### config.mk
export PLATFORM = sky130hd
export DESIGN_NAME = profile_value_area_finder_top
export DESIGN_NICKNAME = d
export VERILOG_FILES = /design/src/design/pvaf_pkg.sv /design/src/design/pvaf_ram.sv /design/src/design/pvaf_ctrl.sv /design/src/design/profile_value_area_finder_top.sv
export VERILOG_INCLUDE_DIRS = /design/src /design/src/design
export SDC_FILE = /design/constraint.sdc
export NUM_CORES = 2
export LEC_CHECK = 0
export ABC_CLOCK_PERIOD_IN_PS = 7450
export BUFFER_PORTS_ARGS = -buffer_cell sky130_fd_sc_hd__buf_4
export CORE_MARGIN = 2
export CORE_UTILIZATION = 25
export DETAILED_ROUTE_END_ITERATION = 10
export PLACE_DENSITY = 0.51
export REMOVE_ABC_BUFFERS = 1
export SLEW_MARGIN = 20
export SYNTH_ARGS = -nofsm -noshare
export SYNTH_HDL_FRONTEND = slang
export SYNTH_SLANG_ARGS = --single-unit
### constraint.sdc
create_clock -name clk -period 7.45 [get_ports clk]
set_clock_uncertainty 0.2 [all_clocks]
set_input_delay 1.1175 -clock clk [delete_from_list [all_inputs] [get_ports clk]]
set_output_delay 1.1175 -clock clk [all_outputs]
set_load 0.02 [all_outputs]
### src/design/profile_value_area_finder_top_macros.svh
// ----------------------------------------------------------------------------
// Assertion macros for the value area finder
// Clocked on clk, disabled while arst_n is low.
// ----------------------------------------------------------------------------
`ifndef PROFILE_VALUE_AREA_FINDER_TOP_MACROS_SVH
`define PROFILE_VALUE_AREA_FINDER_TOP_MACROS_SVH

// same-cycle implication
`define PVAF_ASSERT_IMP(lbl, ante, cons, msg) \
	lbl: assert property (@(posedge clk) disable iff (!arst_n) (ante) |-> (cons)) \
		else $error(msg);

// next-cycle implication
`define PVAF_ASSERT_NXT(lbl, ante, cons, msg) \
	lbl: assert property (@(posedge clk) disable iff (!arst_n) (ante) |=> (cons)) \
		else $error(msg);

`endif

### src/design/pvaf_pkg.sv
// ----------------------------------------------------------------------------
// pvaf_pkg
// Shared widths, limits and types of the value area finder.
// ----------------------------------------------------------------------------
`default_nettype none

package pvaf_pkg;

	localparam int MAX_ROWS = 256;
	localparam int ROW_W    = $clog2(MAX_ROWS);
	localparam int ROWS_W   = ROW_W + 1;
	localparam int CNT_W    = 9;
	localparam int TOT_W    = 17;
	localparam int TGT_W    = TOT_W + 3;   // 7 * total
	localparam int ACC10_W  = TOT_W + 4;   // 10 * band sum

	localparam logic [CNT_W-1:0]  CNT_MAX    = '1;
	localparam logic [TOT_W-1:0]  TOT_MAX    = '1;
	localparam logic [ROWS_W-1:0] ROWS_RESET = ROWS_W'(MAX_ROWS);

	typedef struct packed {
		logic [ROW_W-1:0] row;
		logic             occupied;
		logic             last;
	} item_t;

	typedef struct packed {
		logic             valid_res;
		logic [ROW_W-1:0] peak_row;
		logic [ROW_W-1:0] upper_edge_row;
		logic [ROW_W-1:0] lower_edge_row;
	} res_t;

endpackage

`default_nettype wire

### src/design/pvaf_ram.sv
// ----------------------------------------------------------------------------
// pvaf_ram
// Simple dual-port RAM, one write and one registered read per cycle.
// ----------------------------------------------------------------------------
`default_nettype none

module pvaf_ram #(
	parameter int DEPTH = 256,
	parameter int WIDTH = 9
) (
	input  logic                     clk,
	input  logic                     we,
	input  logic [$clog2(DEPTH)-1:0] waddr,
	input  logic [WIDTH-1:0]         wdata,
	input  logic                     re,
	input  logic [$clog2(DEPTH)-1:0] raddr,
	output logic [WIDTH-1:0]         rdata
);

	logic [WIDTH-1:0] mem [DEPTH];

	// read returns the old word on a same-address write
	always_ff @(posedge clk) begin
		if (we) begin
			mem[waddr] <= wdata;
		end
		if (re) begin
			rdata <= mem[raddr];
		end
	end

endmodule

`default_nettype wire

### src/design/pvaf_ctrl.sv
// ----------------------------------------------------------------------------
// pvaf_ctrl
// Histogram update, peak scan, band growth and clearing sequencer.
// ----------------------------------------------------------------------------
`default_nettype none
`include "profile_value_area_finder_top_macros.svh"

module pvaf_ctrl (
	input  logic                        clk,
	input  logic                        arst_n,
	input  logic                        in_valid,
	output logic                        in_ready,
	input  pvaf_pkg::item_t             in_item,
	input  logic [pvaf_pkg::ROWS_W-1:0] eff_rows,
	output logic                        res_vld,
	input  logic                        res_ready,
	output pvaf_pkg::res_t              res,
	output logic                        ram_we,
	output logic [pvaf_pkg::ROW_W-1:0]  ram_waddr,
	output logic [pvaf_pkg::CNT_W-1:0]  ram_wdata,
	output logic                        ram_re,
	output logic [pvaf_pkg::ROW_W-1:0]  ram_raddr,
	input  logic [pvaf_pkg::CNT_W-1:0]  ram_rdata
);

	import pvaf_pkg::*;

	localparam int IDX_W = ROW_W + 2;

	localparam logic [3:0] ST_CLEAR  = 4'd0;
	localparam logic [3:0] ST_RUN    = 4'd1;
	localparam logic [3:0] ST_FLUSH  = 4'd2;
	localparam logic [3:0] ST_SCAN   = 4'd3;
	localparam logic [3:0] ST_SETUP  = 4'd4;
	localparam logic [3:0] ST_INIT   = 4'd5;
	localparam logic [3:0] ST_LOAD   = 4'd6;
	localparam logic [3:0] ST_DECIDE = 4'd7;
	localparam logic [3:0] ST_EMIT   = 4'd8;

	// look-ahead slots: two rows above and two below the band
	localparam logic [1:0] SLOT_A1 = 2'd0;
	localparam logic [1:0] SLOT_A2 = 2'd1;
	localparam logic [1:0] SLOT_B1 = 2'd2;
	localparam logic [1:0] SLOT_B2 = 2'd3;

	logic [3:0]         state_q;
	logic               in_acc;
	logic               cnt_en;

	logic               ing_vld_s1;
	logic [ROW_W-1:0]   ing_row_s1;
	logic               fwd_vld_q;
	logic [ROW_W-1:0]   fwd_row_q;
	logic [CNT_W-1:0]   fwd_cnt_q;
	logic [CNT_W-1:0]   ing_base;
	logic [CNT_W-1:0]   ing_next;

	logic [TOT_W-1:0]   total_q;
	logic [TGT_W-1:0]   tgt7_q;
	logic [ROWS_W-1:0]  rows_q;
	logic [ROW_W-1:0]   clr_q;

	logic [ROWS_W-1:0]  scan_q;
	logic               scan_issue;
	logic               sc_vld_s1;
	logic [ROW_W-1:0]   sc_row_s1;
	logic [CNT_W-1:0]   best_q;
	logic [ROW_W-1:0]   peak_q;

	logic [ROW_W-1:0]   up_q;
	logic [ROW_W-1:0]   down_q;
	logic [TOT_W-1:0]   acc_q;
	logic [CNT_W-1:0]   a1_q, a2_q, b1_q, b2_q;
	logic [1:0]         init_k_q;
	logic               ld_vld_s1;
	logic [1:0]         ld_slot_s1;
	logic               ld_inr_s1;
	res_t               res_q;

	logic [ACC10_W-1:0] acc10;
	logic [CNT_W:0]     up_sum;
	logic [CNT_W:0]     down_sum;
	logic               need_more;
	logic               can_up;
	logic               can_down;
	logic               go_up;
	logic               step;

	logic               fetch;
	logic [1:0]         fslot;
	logic [IDX_W-1:0]   fidx;
	logic               f_inr;

	assign in_ready = (state_q == ST_RUN);
	assign in_acc   = in_valid && in_ready;
	assign cnt_en   = in_item.occupied && ({1'b0, in_item.row} < eff_rows);

	// read-modify-write; forward the word held in the forwarding register on a row match
	assign ing_base = (fwd_vld_q && (fwd_row_q == ing_row_s1)) ? fwd_cnt_q : ram_rdata;
	assign ing_next = (ing_base == CNT_MAX) ? ing_base : ing_base + CNT_W'(1);

	assign scan_issue = (state_q == ST_SCAN) && (scan_q != rows_q);

	// band growth decision: 10*acc < 7*total is acc < ceil(0.7*total)
	assign acc10     = {acc_q, 3'b000} + ACC10_W'({acc_q, 1'b0});
	assign need_more = acc10 < ACC10_W'(tgt7_q);
	assign can_up    = (up_q != '0);
	assign can_down  = (ROWS_W'(down_q) + ROWS_W'(1)) < rows_q;
	assign up_sum    = {1'b0, a1_q} + {1'b0, a2_q};
	assign down_sum  = {1'b0, b1_q} + {1'b0, b2_q};
	assign go_up     = !can_down || (can_up && (up_sum >= down_sum));
	assign step      = need_more && (can_up || can_down);

	always_comb begin
		fetch = 1'b0;
		fslot = SLOT_A1;
		fidx  = '0;
		if (state_q == ST_INIT) begin
			fetch = 1'b1;
			fslot = init_k_q;
			unique case (init_k_q)
				SLOT_A1: fidx = IDX_W'(up_q) - IDX_W'(1);
				SLOT_A2: fidx = IDX_W'(up_q) - IDX_W'(2);
				SLOT_B1: fidx = IDX_W'(down_q) + IDX_W'(1);
				SLOT_B2: fidx = IDX_W'(down_q) + IDX_W'(2);
			endcase
		end else if ((state_q == ST_DECIDE) && step) begin
			fetch = 1'b1;
			fslot = go_up ? SLOT_A2 : SLOT_B2;
			fidx  = go_up ? (IDX_W'(up_q) - IDX_W'(3)) : (IDX_W'(down_q) + IDX_W'(3));
		end
	end

	// rows above the top or past the grid read as zero
	assign f_inr = !fidx[IDX_W-1] && (fidx[ROWS_W-1:0] < rows_q);

	always_comb begin
		ram_we    = 1'b0;
		ram_waddr = ing_row_s1;
		ram_wdata = ing_next;
		if (state_q == ST_CLEAR) begin
			ram_we    = 1'b1;
			ram_waddr = clr_q;
			ram_wdata = '0;
		end else if (ing_vld_s1) begin
			ram_we = 1'b1;
		end
	end

	always_comb begin
		ram_re    = 1'b0;
		ram_raddr = in_item.row;
		priority if (in_acc) begin
			ram_re = cnt_en;
		end else if (scan_issue) begin
			ram_re    = 1'b1;
			ram_raddr = scan_q[ROW_W-1:0];
		end else if (fetch && f_inr) begin
			ram_re    = 1'b1;
			ram_raddr = fidx[ROW_W-1:0];
		end else begin
			ram_re = 1'b0;
		end
	end

	assign res_vld = (state_q == ST_EMIT);
	assign res     = res_q;

	// control
	always_ff @(posedge clk or negedge arst_n) begin
		if (!arst_n) begin
			state_q    <= ST_CLEAR;
			clr_q      <= '0;
			total_q    <= '0;
			ing_vld_s1 <= 1'b0;
			fwd_vld_q  <= 1'b0;
			sc_vld_s1  <= 1'b0;
			ld_vld_s1  <= 1'b0;
		end else begin
			ing_vld_s1 <= in_acc && cnt_en;
			fwd_vld_q  <= ing_vld_s1;
			sc_vld_s1  <= scan_issue;
			ld_vld_s1  <= fetch;
			if (in_acc && cnt_en && (total_q != TOT_MAX)) begin
				total_q <= total_q + TOT_W'(1);
			end
			unique case (state_q)
				ST_CLEAR: begin
					clr_q <= clr_q + ROW_W'(1);
					if (clr_q == '1) begin
						state_q <= ST_RUN;
					end
				end
				ST_RUN: begin
					if (in_acc && in_item.last) begin
						state_q <= ST_FLUSH;
					end
				end
				ST_FLUSH:  state_q <= ST_SCAN;
				ST_SCAN: begin
					if (!scan_issue) begin
						state_q <= ST_SETUP;
					end
				end
				ST_SETUP:  state_q <= (best_q == '0) ? ST_EMIT : ST_INIT;
				ST_INIT: begin
					if (init_k_q == SLOT_B2) begin
						state_q <= ST_LOAD;
					end
				end
				ST_LOAD:   state_q <= ST_DECIDE;
				ST_DECIDE: state_q <= step ? ST_LOAD : ST_EMIT;
				ST_EMIT: begin
					if (res_ready) begin
						state_q <= ST_CLEAR;
						total_q <= '0;
					end
				end
				default:   state_q <= ST_CLEAR;
			endcase
		end
	end

	// datapath
	always_ff @(posedge clk) begin
		if (in_acc) begin
			ing_row_s1 <= in_item.row;
			if (in_item.last) begin
				rows_q <= eff_rows;
			end
		end
		fwd_row_q  <= ing_row_s1;
		fwd_cnt_q  <= ing_next;
		ld_slot_s1 <= fslot;
		ld_inr_s1  <= f_inr;

		if (state_q == ST_FLUSH) begin
			tgt7_q <= {total_q, 3'b000} - TGT_W'(total_q);
			scan_q <= '0;
			best_q <= '0;
			peak_q <= '0;
		end
		if (scan_issue) begin
			scan_q    <= scan_q + ROWS_W'(1);
			sc_row_s1 <= scan_q[ROW_W-1:0];
		end
		// strict compare keeps the first row on ties
		if (sc_vld_s1 && (ram_rdata > best_q)) begin
			best_q <= ram_rdata;
			peak_q <= sc_row_s1;
		end

		if (state_q == ST_SETUP) begin
			up_q     <= peak_q;
			down_q   <= peak_q;
			acc_q    <= TOT_W'(best_q);
			init_k_q <= SLOT_A1;
			res_q    <= '0;
		end
		if (state_q == ST_INIT) begin
			init_k_q <= init_k_q + 2'd1;
		end
		if (state_q == ST_DECIDE) begin
			if (step) begin
				if (go_up) begin
					up_q  <= up_q - ROW_W'(1);
					acc_q <= acc_q + TOT_W'(a1_q);
					a1_q  <= a2_q;
				end else begin
					down_q <= down_q + ROW_W'(1);
					acc_q  <= acc_q + TOT_W'(b1_q);
					b1_q   <= b2_q;
				end
			end else begin
				res_q.valid_res      <= 1'b1;
				res_q.peak_row       <= peak_q;
				res_q.upper_edge_row <= up_q;
				res_q.lower_edge_row <= down_q;
			end
		end
		if (ld_vld_s1) begin
			unique case (ld_slot_s1)
				SLOT_A1: a1_q <= ld_inr_s1 ? ram_rdata : '0;
				SLOT_A2: a2_q <= ld_inr_s1 ? ram_rdata : '0;
				SLOT_B1: b1_q <= ld_inr_s1 ? ram_rdata : '0;
				SLOT_B2: b2_q <= ld_inr_s1 ? ram_rdata : '0;
			endcase
		end
	end

	`PVAF_ASSERT_IMP(a_band_order, state_q == ST_DECIDE, (up_q <= down_q) && (ROWS_W'(down_q) < rows_q), "band edges out of order or past the grid")
	`PVAF_ASSERT_IMP(a_peak_in_band, res_vld && res.valid_res, (res.upper_edge_row <= res.peak_row) && (res.peak_row <= res.lower_edge_row), "peak row outside the band")
	`PVAF_ASSERT_IMP(a_acc_bound, state_q == ST_DECIDE, acc_q <= total_q, "band sum exceeds cell total")
	`PVAF_ASSERT_NXT(a_last_stalls, in_acc && in_item.last, !in_ready, "input not stalled after last cell")

endmodule

`default_nettype wire

### src/design/profile_value_area_finder_top.sv
// Sequence: after the last cell the rows in use are scanned for the peak, the four
// look-ahead rows are loaded and the band grows one row per step, all paced by the
// single RAM read port. Throughput: one cell per cycle while a frame streams in;
// after each result all 256 rows of the histogram RAM are cleared, during which no
// cell is taken. Reset: arst_n clears control state, sets rows_in_use to 256 and
// runs the same clearing pass before the first cell is taken.
// ----------------------------------------------------------------------------
// profile_value_area_finder_top
// Streams grid cells into a per-row histogram, then reports the peak row and
// the 70 percent value band around it.
// ----------------------------------------------------------------------------
`default_nettype none

module profile_value_area_finder_top (
	input  logic                        clk,
	input  logic                        arst_n,
	// cell stream
	input  logic                        s_tvalid,
	output logic                        s_tready,
	input  logic [7:0]                  s_tdata,   // [7:0] row
	input  logic                        s_tuser,   // [0] occupied
	input  logic                        s_tlast,   // last cell of the frame
	// rows_in_use register
	input  logic                        cfg_we,
	input  logic [pvaf_pkg::ROWS_W-1:0] cfg_wdata,
	// result stream
	output logic                        m_tvalid,
	input  logic                        m_tready,
	output logic [23:0]                 m_tdata,   // [7:0] peak, [15:8] upper, [23:16] lower
	output logic                        m_tuser    // [0] valid_res
);

	import pvaf_pkg::*;

	logic [ROWS_W-1:0] rows_cfg_q;
	logic [ROWS_W-1:0] eff_rows;
	item_t             item;

	logic              res_vld;
	logic              res_ready;
	res_t              res;
	logic              out_vld_q;
	res_t              out_q;

	logic              ram_we;
	logic [ROW_W-1:0]  ram_waddr;
	logic [CNT_W-1:0]  ram_wdata;
	logic              ram_re;
	logic [ROW_W-1:0]  ram_raddr;
	logic [CNT_W-1:0]  ram_rdata;

	// config register; values above the grid size clamp to it
	always_ff @(posedge clk or negedge arst_n) begin
		if (!arst_n) begin
			rows_cfg_q <= ROWS_RESET;
		end else if (cfg_we) begin
			rows_cfg_q <= cfg_wdata;
		end
	end

	assign eff_rows = (rows_cfg_q > ROWS_RESET) ? ROWS_RESET : rows_cfg_q;

	assign item.row      = s_tdata[ROW_W-1:0];
	assign item.occupied = s_tuser;
	assign item.last     = s_tlast;

	// per-row counts
	pvaf_ram #(
		.DEPTH (MAX_ROWS),
		.WIDTH (CNT_W)
	) u_ram (
		.clk   (clk),
		.we    (ram_we),
		.waddr (ram_waddr),
		.wdata (ram_wdata),
		.re    (ram_re),
		.raddr (ram_raddr),
		.rdata (ram_rdata)
	);

	pvaf_ctrl u_ctrl (
		.clk       (clk),
		.arst_n    (arst_n),
		.in_valid  (s_tvalid),
		.in_ready  (s_tready),
		.in_item   (item),
		.eff_rows  (eff_rows),
		.res_vld   (res_vld),
		.res_ready (res_ready),
		.res       (res),
		.ram_we    (ram_we),
		.ram_waddr (ram_waddr),
		.ram_wdata (ram_wdata),
		.ram_re    (ram_re),
		.ram_raddr (ram_raddr),
		.ram_rdata (ram_rdata)
	);

	// output register: one held result does not hold up the next frame's cells
	assign res_ready = !out_vld_q || m_tready;

	always_ff @(posedge clk or negedge arst_n) begin
		if (!arst_n) begin
			out_vld_q <= 1'b0;
		end else if (res_vld && res_ready) begin
			out_vld_q <= 1'b1;
		end else if (m_tready) begin
			out_vld_q <= 1'b0;
		end
	end

	always_ff @(posedge clk) begin
		if (res_vld && res_ready) begin
			out_q <= res;
		end
	end

	assign m_tvalid = out_vld_q;
	assign m_tuser  = out_q.valid_res;
	assign m_tdata  = {out_q.lower_edge_row, out_q.upper_edge_row, out_q.peak_row};

endmodule

`default_nettype wire

Yosys cells after proc, flatten, opt, wreduce, memory -nomap -nowiden
Memories as Yosys holds them, arrays and structs flattened. A register that Yosys moved wholly into a read port is not among the register bits.
Cells that the tools add are included.

word-level totals
  register bits after elaboration = 255
  bits in writable memories = 2,304
  input port bits = 24
  output and inout bits = 27
  word-level logic and storage cells = 191
  memories = 1

memory list
  name       words  width  rd ports  clocked after memory_dff  wr ports  RTL line        text
  u_ram.mem  256    9      1         1                         1         pvaf_ram.sv:20  logic [WIDTH-1:0] mem [DEPTH];

cells by class
  $add $sub $neg = 20
  $lt $le $gt $ge = 7
  equality and inequality tests = 24
  multiplexer cells = 70
  reductions and logical operators = 33

operators by type and width
  kind                     count
  $mux W9                  18
  $mux W17                 7
  $mux W8                  14
  $mux W25                 3
  $pmux W10 S4             1
  $pmux W4 S9              1
  $add A17 B9 Y17          2
  $mux W10                 3
  $mux W4                  7
  $add A20 B18 Y21         1
  $lt A21 B20 Y1           1
  $add A9 B9 Y10           2
  $sub A20 B17 Y20         1
  $add A8 B1 Y9 const B    2
  $add A8 B2 Y9 const B    2
  $add A9 B1 Y9 const B    2
  $lt A9 B9 Y1             2
  $sub A8 B2 Y9 const B    2
  $add A17 B1 Y17 const B  1
  $ne A17 B17 Y1 const B   1
  $add A8 B1 Y8 const B    2
  $eq A4 B3 Y1 const B     4
  $logic_and A1 B1 Y1      14
  $mux W1                  11
  28 further kinds         50

Depth between registers and ports, before layout
  depth in word-level cells = 13
  gate-level depth with buffers = 47
  mapped depth without buffers = 41

By module
Synthesis repeated with hierarchy kept, for this count alone.

second synthesis, totals
  cells, all modules = 5,850
  area total of the unflattened synthesis = 104,975.7 um^2

by module, submodules not included
  module                         instances  cells an instance  area an instance (um^2)  sequential area each (um^2)
  pvaf_ram                       1          4,237              89,368.2                 69,456.6
  pvaf_ctrl                      1          1,556              14,386.3                 5,480.3
  profile_value_area_finder_top  1          57                 1,221.2                  1,002.2

Worst setup path after synthesis
Ideal clock, no wire load.

  kind = register to register
  start point = register u_ctrl.acc_q[0]
  end point = register u_ram.rdata[5], read port of u_ram.mem (data pin)
  setup time = 0.272 ns
  data arrival time = 7.739 ns
  data required time = 6.978 ns
  path slack = -0.761 ns
  cell stages (with the launch flop) = 39
  path buffers = 3
  clock period less this slack = 8.211 ns
  cell sequence = dfxtp_1 > ha_1 > fa_1 > a21o_1 > a21oi_1 > o21bai_1 > a21oi_1 > o21bai_1 > a21oi_1 > o21ai_0 > a21oi_1 > o21bai_1 > a21oi_1 > o21bai_1 > a21oi_1 > nor2b_1 > o21ai_0 > xnor2_1 > [3 not listed] > a32oi_1 > and4_1 > a32o_1 > ha_1 > a211o_1 > a21oi_1 > nand3_1 > a21oi_1 > o31ai_4 > nor4_1 > nor2_2 > buf_2 > buf_2 > buf_2 > a311oi_1 > a21oi_1 > o211a_1 > or4_1

on the way
  word-level cells in the longest chain between the ends = 12
  elaborated cells between the ends (all ways) = 18
  those cells by class = 1 x add/sub; 2 x order compare; 10 x mux; 5 x reduce/logical

RTL lines
  what                                                     RTL line          text
  from (decl)                                              pvaf_ctrl.sv:72   logic [TOT_W-1:0] acc_q;
  from (signal assigned)                                   pvaf_ctrl.sv:256  acc_q <= TOT_W'(best_q);
  from (signal assigned)                                   pvaf_ctrl.sv:267  acc_q <= acc_q + TOT_W'(a1_q);
  from (signal assigned)                                   pvaf_ctrl.sv:271  acc_q <= acc_q + TOT_W'(b1_q);
  $add A20 B18 Y21 *                                       pvaf_ctrl.sv:105  assign acc10 = {acc_q, 3'b000} + ACC10_W'({acc_q, 1'b0});
  $lt A21 B20 Y1 *                                         pvaf_ctrl.sv:106  assign need_more = acc10 < ACC10_W'(tgt7_q);
  $logic_and A1 B1 Y1 *                                    pvaf_ctrl.sv:112  assign step = need_more && (can_up || can_down);
  $logic_and A1 B1 Y1 *                                    pvaf_ctrl.sv:127  end else if ((state_q == ST_DECIDE) && step) begin
  $mux W10                                                 pvaf_ctrl.sv:127
  $mux W10                                                 pvaf_ctrl.sv:118  if (state_q == ST_INIT) begin
  $lt A9 B9 Y1 / $logic_not A1 Y1 (equally long branches)  pvaf_ctrl.sv:135  assign f_inr = !fidx[IDX_W-1] && (fidx[ROWS_W-1:0] < rows_q);
  $logic_and A1 B1 Y1                                      pvaf_ctrl.sv:135
  $logic_and A1 B1 Y1                                      pvaf_ctrl.sv:158  end else if (fetch && f_inr) begin
  $mux W8 / $mux W1 (equally long branches)                pvaf_ctrl.sv:158
  $mux W8 / $mux W1 (equally long branches)                pvaf_ctrl.sv:155  end else if (scan_issue) begin
  $mux W8 / $mux W1 (equally long branches)                pvaf_ctrl.sv:153  priority if (in_acc) begin
  to (decl)                                                pvaf_ram.sv:17    output logic [WIDTH-1:0] rdata

Mark *: on every way between the ends. The rest lies on a longest branch, timed or not.
A chain may end at the register's enable or synchronous reset.

Worst setup path in the final report
  start point = register u_ctrl.acc_q[2]
  end point = register u_ram.rdata[2], read port of u_ram.mem (data pin)

on the way
  word-level cells in the longest chain between the ends = 12
  elaborated cells between the ends (all ways) = 18
  those cells by class = 1 x add/sub; 2 x order compare; 10 x mux; 5 x reduce/logical

RTL lines
  what                                                     RTL line          text
  $add A20 B18 Y21 *                                       pvaf_ctrl.sv:105
  $lt A21 B20 Y1 *                                         pvaf_ctrl.sv:106
  $logic_and A1 B1 Y1 *                                    pvaf_ctrl.sv:112
  $logic_and A1 B1 Y1 *                                    pvaf_ctrl.sv:127
  $mux W10 *                                               pvaf_ctrl.sv:127
  $mux W10 *                                               pvaf_ctrl.sv:118
  $lt A9 B9 Y1 / $logic_not A1 Y1 (equally long branches)  pvaf_ctrl.sv:135
  $logic_and A1 B1 Y1 *                                    pvaf_ctrl.sv:135
  net u_ctrl.f_inr                                         pvaf_ctrl.sv:92   logic f_inr;
  $logic_and A1 B1 Y1 *                                    pvaf_ctrl.sv:158
  $mux W8 / $mux W1 (equally long branches)                pvaf_ctrl.sv:158
  $mux W8 / $mux W1 (equally long branches)                pvaf_ctrl.sv:155
  $mux W8 / $mux W1 (equally long branches)                pvaf_ctrl.sv:153

Mark *: on every way through the listed nets, which the timed path passes. The rest lies on a longest branch.

==> flow_summary.yaml <==
status:
  status: "finished, violations left"
  violations: "setup timing"
setup_path:
  startpoint_type: "register"
  worst_ep_arrival_time_ns: 9.56
  cp_max_fo: 7
  reg2reg_depth: 48
  worst_path_max_delay_cell: "nand4_1"
  cp_data_required_time_ns: 7.97
  path_common_cell: "buf_4"
  critPathLaunch: "u_ctrl.acc_q[2]$_DFF_P_"
  critPathKind: "register to register"
  r2r-start: "u_ctrl.acc_q[2]$_DFF_P_"
  max_stage_delay_ns: 0.58
  endpoint_kind: "register"
grt:
  grt_util_all_layers: 0.183
  grt_max_degree: 131
  grt_pass1_vias: 73500
  antenna_found_initial: 25
  grt_pass1_wl_um: 572000
  overflow: 0
floorplanning:
  coreArea_um2: 427000
  initial_core_util: 0.251
  chipWidth_um: 658
  chipHeight_um: 658
  fp-row-count: 240
  dieArea_um2: 433000
  io_pins: 51
layout:
  mostFrequentLayoutCells: "edfxtp_1 (2429), nand2_1 (2008), buf_4 (917), nand3_1 (769), nor2_1 (333)"
  layout.nets: 9574
  drive_gt1_frac: 0.206
  nFillCells: 42200
  area_growth_pct: 26.7
  multi_input_area_um2: 30000
  regArea_um2: 75900
  mostFrequentLayoutCell: "edfxtp_1"
  design_area_um2: 136000
routing:
  wl_per_cell_um: 26.8
  viasPerCell: 5.05
  dr.pass1.iters: 6
  drt_iter0_drc: 10700
  drc_errors: 0
  ant_nets: 0
  wl_um: 411000
  vias: 77400
clocking:
  holdBufCountCts: 0
  cts_tree: "yes"
  root_buffer: "clkbuf_16"
  clock_sinks: 2568
  cts_buffer_depth: 4
  clock_latency_ns: 0.94
  path_clk_slew_ns: 0.06
  cts.htree.levels: 5
  cts_buffers: 281
place:
  portBuffers: 50
  dp_hpwl_um: 268000
  gp_congestion: 0.932
  placed_cell_area_um2: 122000
  preCtsSetupSlack_ns: -3.15
hold_path:
  hold_path.class: "input port to async pin"
synth:
  synthesis.area_um2: 107000
  synth_seq_cells: 2568
  async_reset_ff_frac: 0.0167
  dominantRegCellSynth: "edfxtp_1"
  synth-edff-count: 2429
  syn_avg_cell_area_um2: 12.8
  yosysSeqAreaShare: 0.710
  syn_inst: 8379
  yosysWarnings: 0
  synthDistinctLibCells: 93
flow_run:
  drv_cap: 0
sta:
  maxSlewViolCount: 0
  fin_setup_tns_ns: -12.26
  rsz0062_at_grt: "yes"
  fin_crit_sh: 1.21
  fmax_ghz: 0.111
  worst_pin_slew_ns: 1.23
  setup_violations: 9
  finalCriticalPeriod_ns: 9.04
  setup_slack_ns: -1.59
  slew_headroom: 0.179
  hold_violations: 0
power_and_ir_drop:
  power_density_nw_per_um2: 232
  vdd_drop_max_v: 0.000170
  leakage_nw: 48.4
through the flow:
stage,utilization,total power [mW],std cells,hold slack [ns]
floorplan,-,17.0,7887,0.195
detailed placement,0.286,17.6,14600,0.223
global placement,0.286,17.6,14600,0.218
CTS,0.314,31.5,15300,0.0119
global route,0.318,32.2,15300,0.0504
finish,0.318,31.4,15300,0.0464
metal layers:
layer | routed length, um | part of all wire | up-vias | GRT usage
li1 | - | - | 33000 | -
met2 | 184000 | 0.45 | 4290 | 0.285
met1 | 168000 | 0.41 | 39400 | 0.252
met4 | 17100 | 0.042 | 8 | 0.0650
met3 | 42500 | 0.10 | 779 | 0.0362
met5 | 55 | 0.00013 | - | 0
cell families (layout without fill, tap and decap cells):
group | count (synthesis) | in the layout | synth area share
other | 0 | 19 | 0
buffers and inverters | 629 | 1881 | 0.0268
adders and majority gates | 140 | 140 | 0.0167
and+or+nand+nor | 3612 | 3612 | 0.145
muxes | 300 | 300 | 0.0286
AOI/OAI and AO/OA | 1010 | 1010 | 0.0632
xor gates and xnor gates | 120 | 120 | 0.00982
DFF | 2568 | 2568 | 0.710
where the power goes:
| part | switching, mW | total [mW] | internal (mW) |
|---|---|---|---|
| Clock | 6.02 | 13.8 | 7.82 |
| Sequential | 0.00472 | 15.6 | 15.6 |
| Combinational | 1.24 | 2.04 | 0.794 |
worst paths after layout:
path                                                 end  slack (ns)
max                             u_ram.rdata[2]$_DFFE_PP_       -1.59
min                                 m_tvalid$_DFFE_PN0P_        0.05
max reg2reg                     u_ram.rdata[2]$_DFFE_PP_       -1.59
min reg2reg                            m_tuser$_DFFE_PP_        0.23
max in group asynchronous  u_ctrl.state_q[2]$_DFFE_PN0P_        6.55
min in group clk                       m_tuser$_DFFE_PP_        0.23
registers in the layout, summed over array words and instances, names as in the netlist, 17 cells and up:
signal,flops
m_tdata,24
u_ctrl.acc_q,17
u_ctrl.res,25
u_ctrl.tgt7_q,20
u_ctrl.total_q,17
u_ram.mem,2304
synthesized netlist by cell type, types with 30 or more instances:
library cell	n	area, um2
nand3_1	784	3920
a221oi_1	32	280
edfxtp_1	2429	72900
a311oi_1	57	499
xnor2_1	92	806
a32oi_1	94	823
clkbuf_1	186	698
a21oi_1	263	1320
nor4_1	30	188
nand4_1	77	482
nor3_1	56	280
nor2_1	423	1590
o21ai_0	160	801
and2_1	38	238
dfrtp_1	42	1050
buf_2	231	1160
a31oi_1	138	863
dfxtp_1	96	1920
buf_4	36	270
and3_1	80	500
nand2_1	2026	7600
mux2i_1	275	2750
inv_1	135	507
ha_1	136	1700
cell type report:
class	instances	share of cell area
sequential	2568	0.560
multi-input combinational	5182	0.222
timing repair buffer	1240	0.0952
clock buffer	354	0.0553
tap	5687	0.0525
clock inverter	150	0.0109
inverter	137	0.00385
antenna	19	0.000351
repair_timing:
item / in CTS / in global routing
setup buffers: 145 / 43
cloned: 16 / 4
pin swaps: 88 / 80
endpoints found under the setup margin: 18 / 18
resized for setup: 279 / 173
critical path: cells and delay by family (launching register included):
family	cells	cell delay, ns
DFF	1	0.33
AOI/OAI and AO/OA	16	2.57
buffers and inverters	21	3.02
and+or+nand+nor	7	1.75
xor gates and xnor gates	1	0.13
adders and majority gates	3	0.79
No activity file was read; power rests on OpenSTA's default activity.
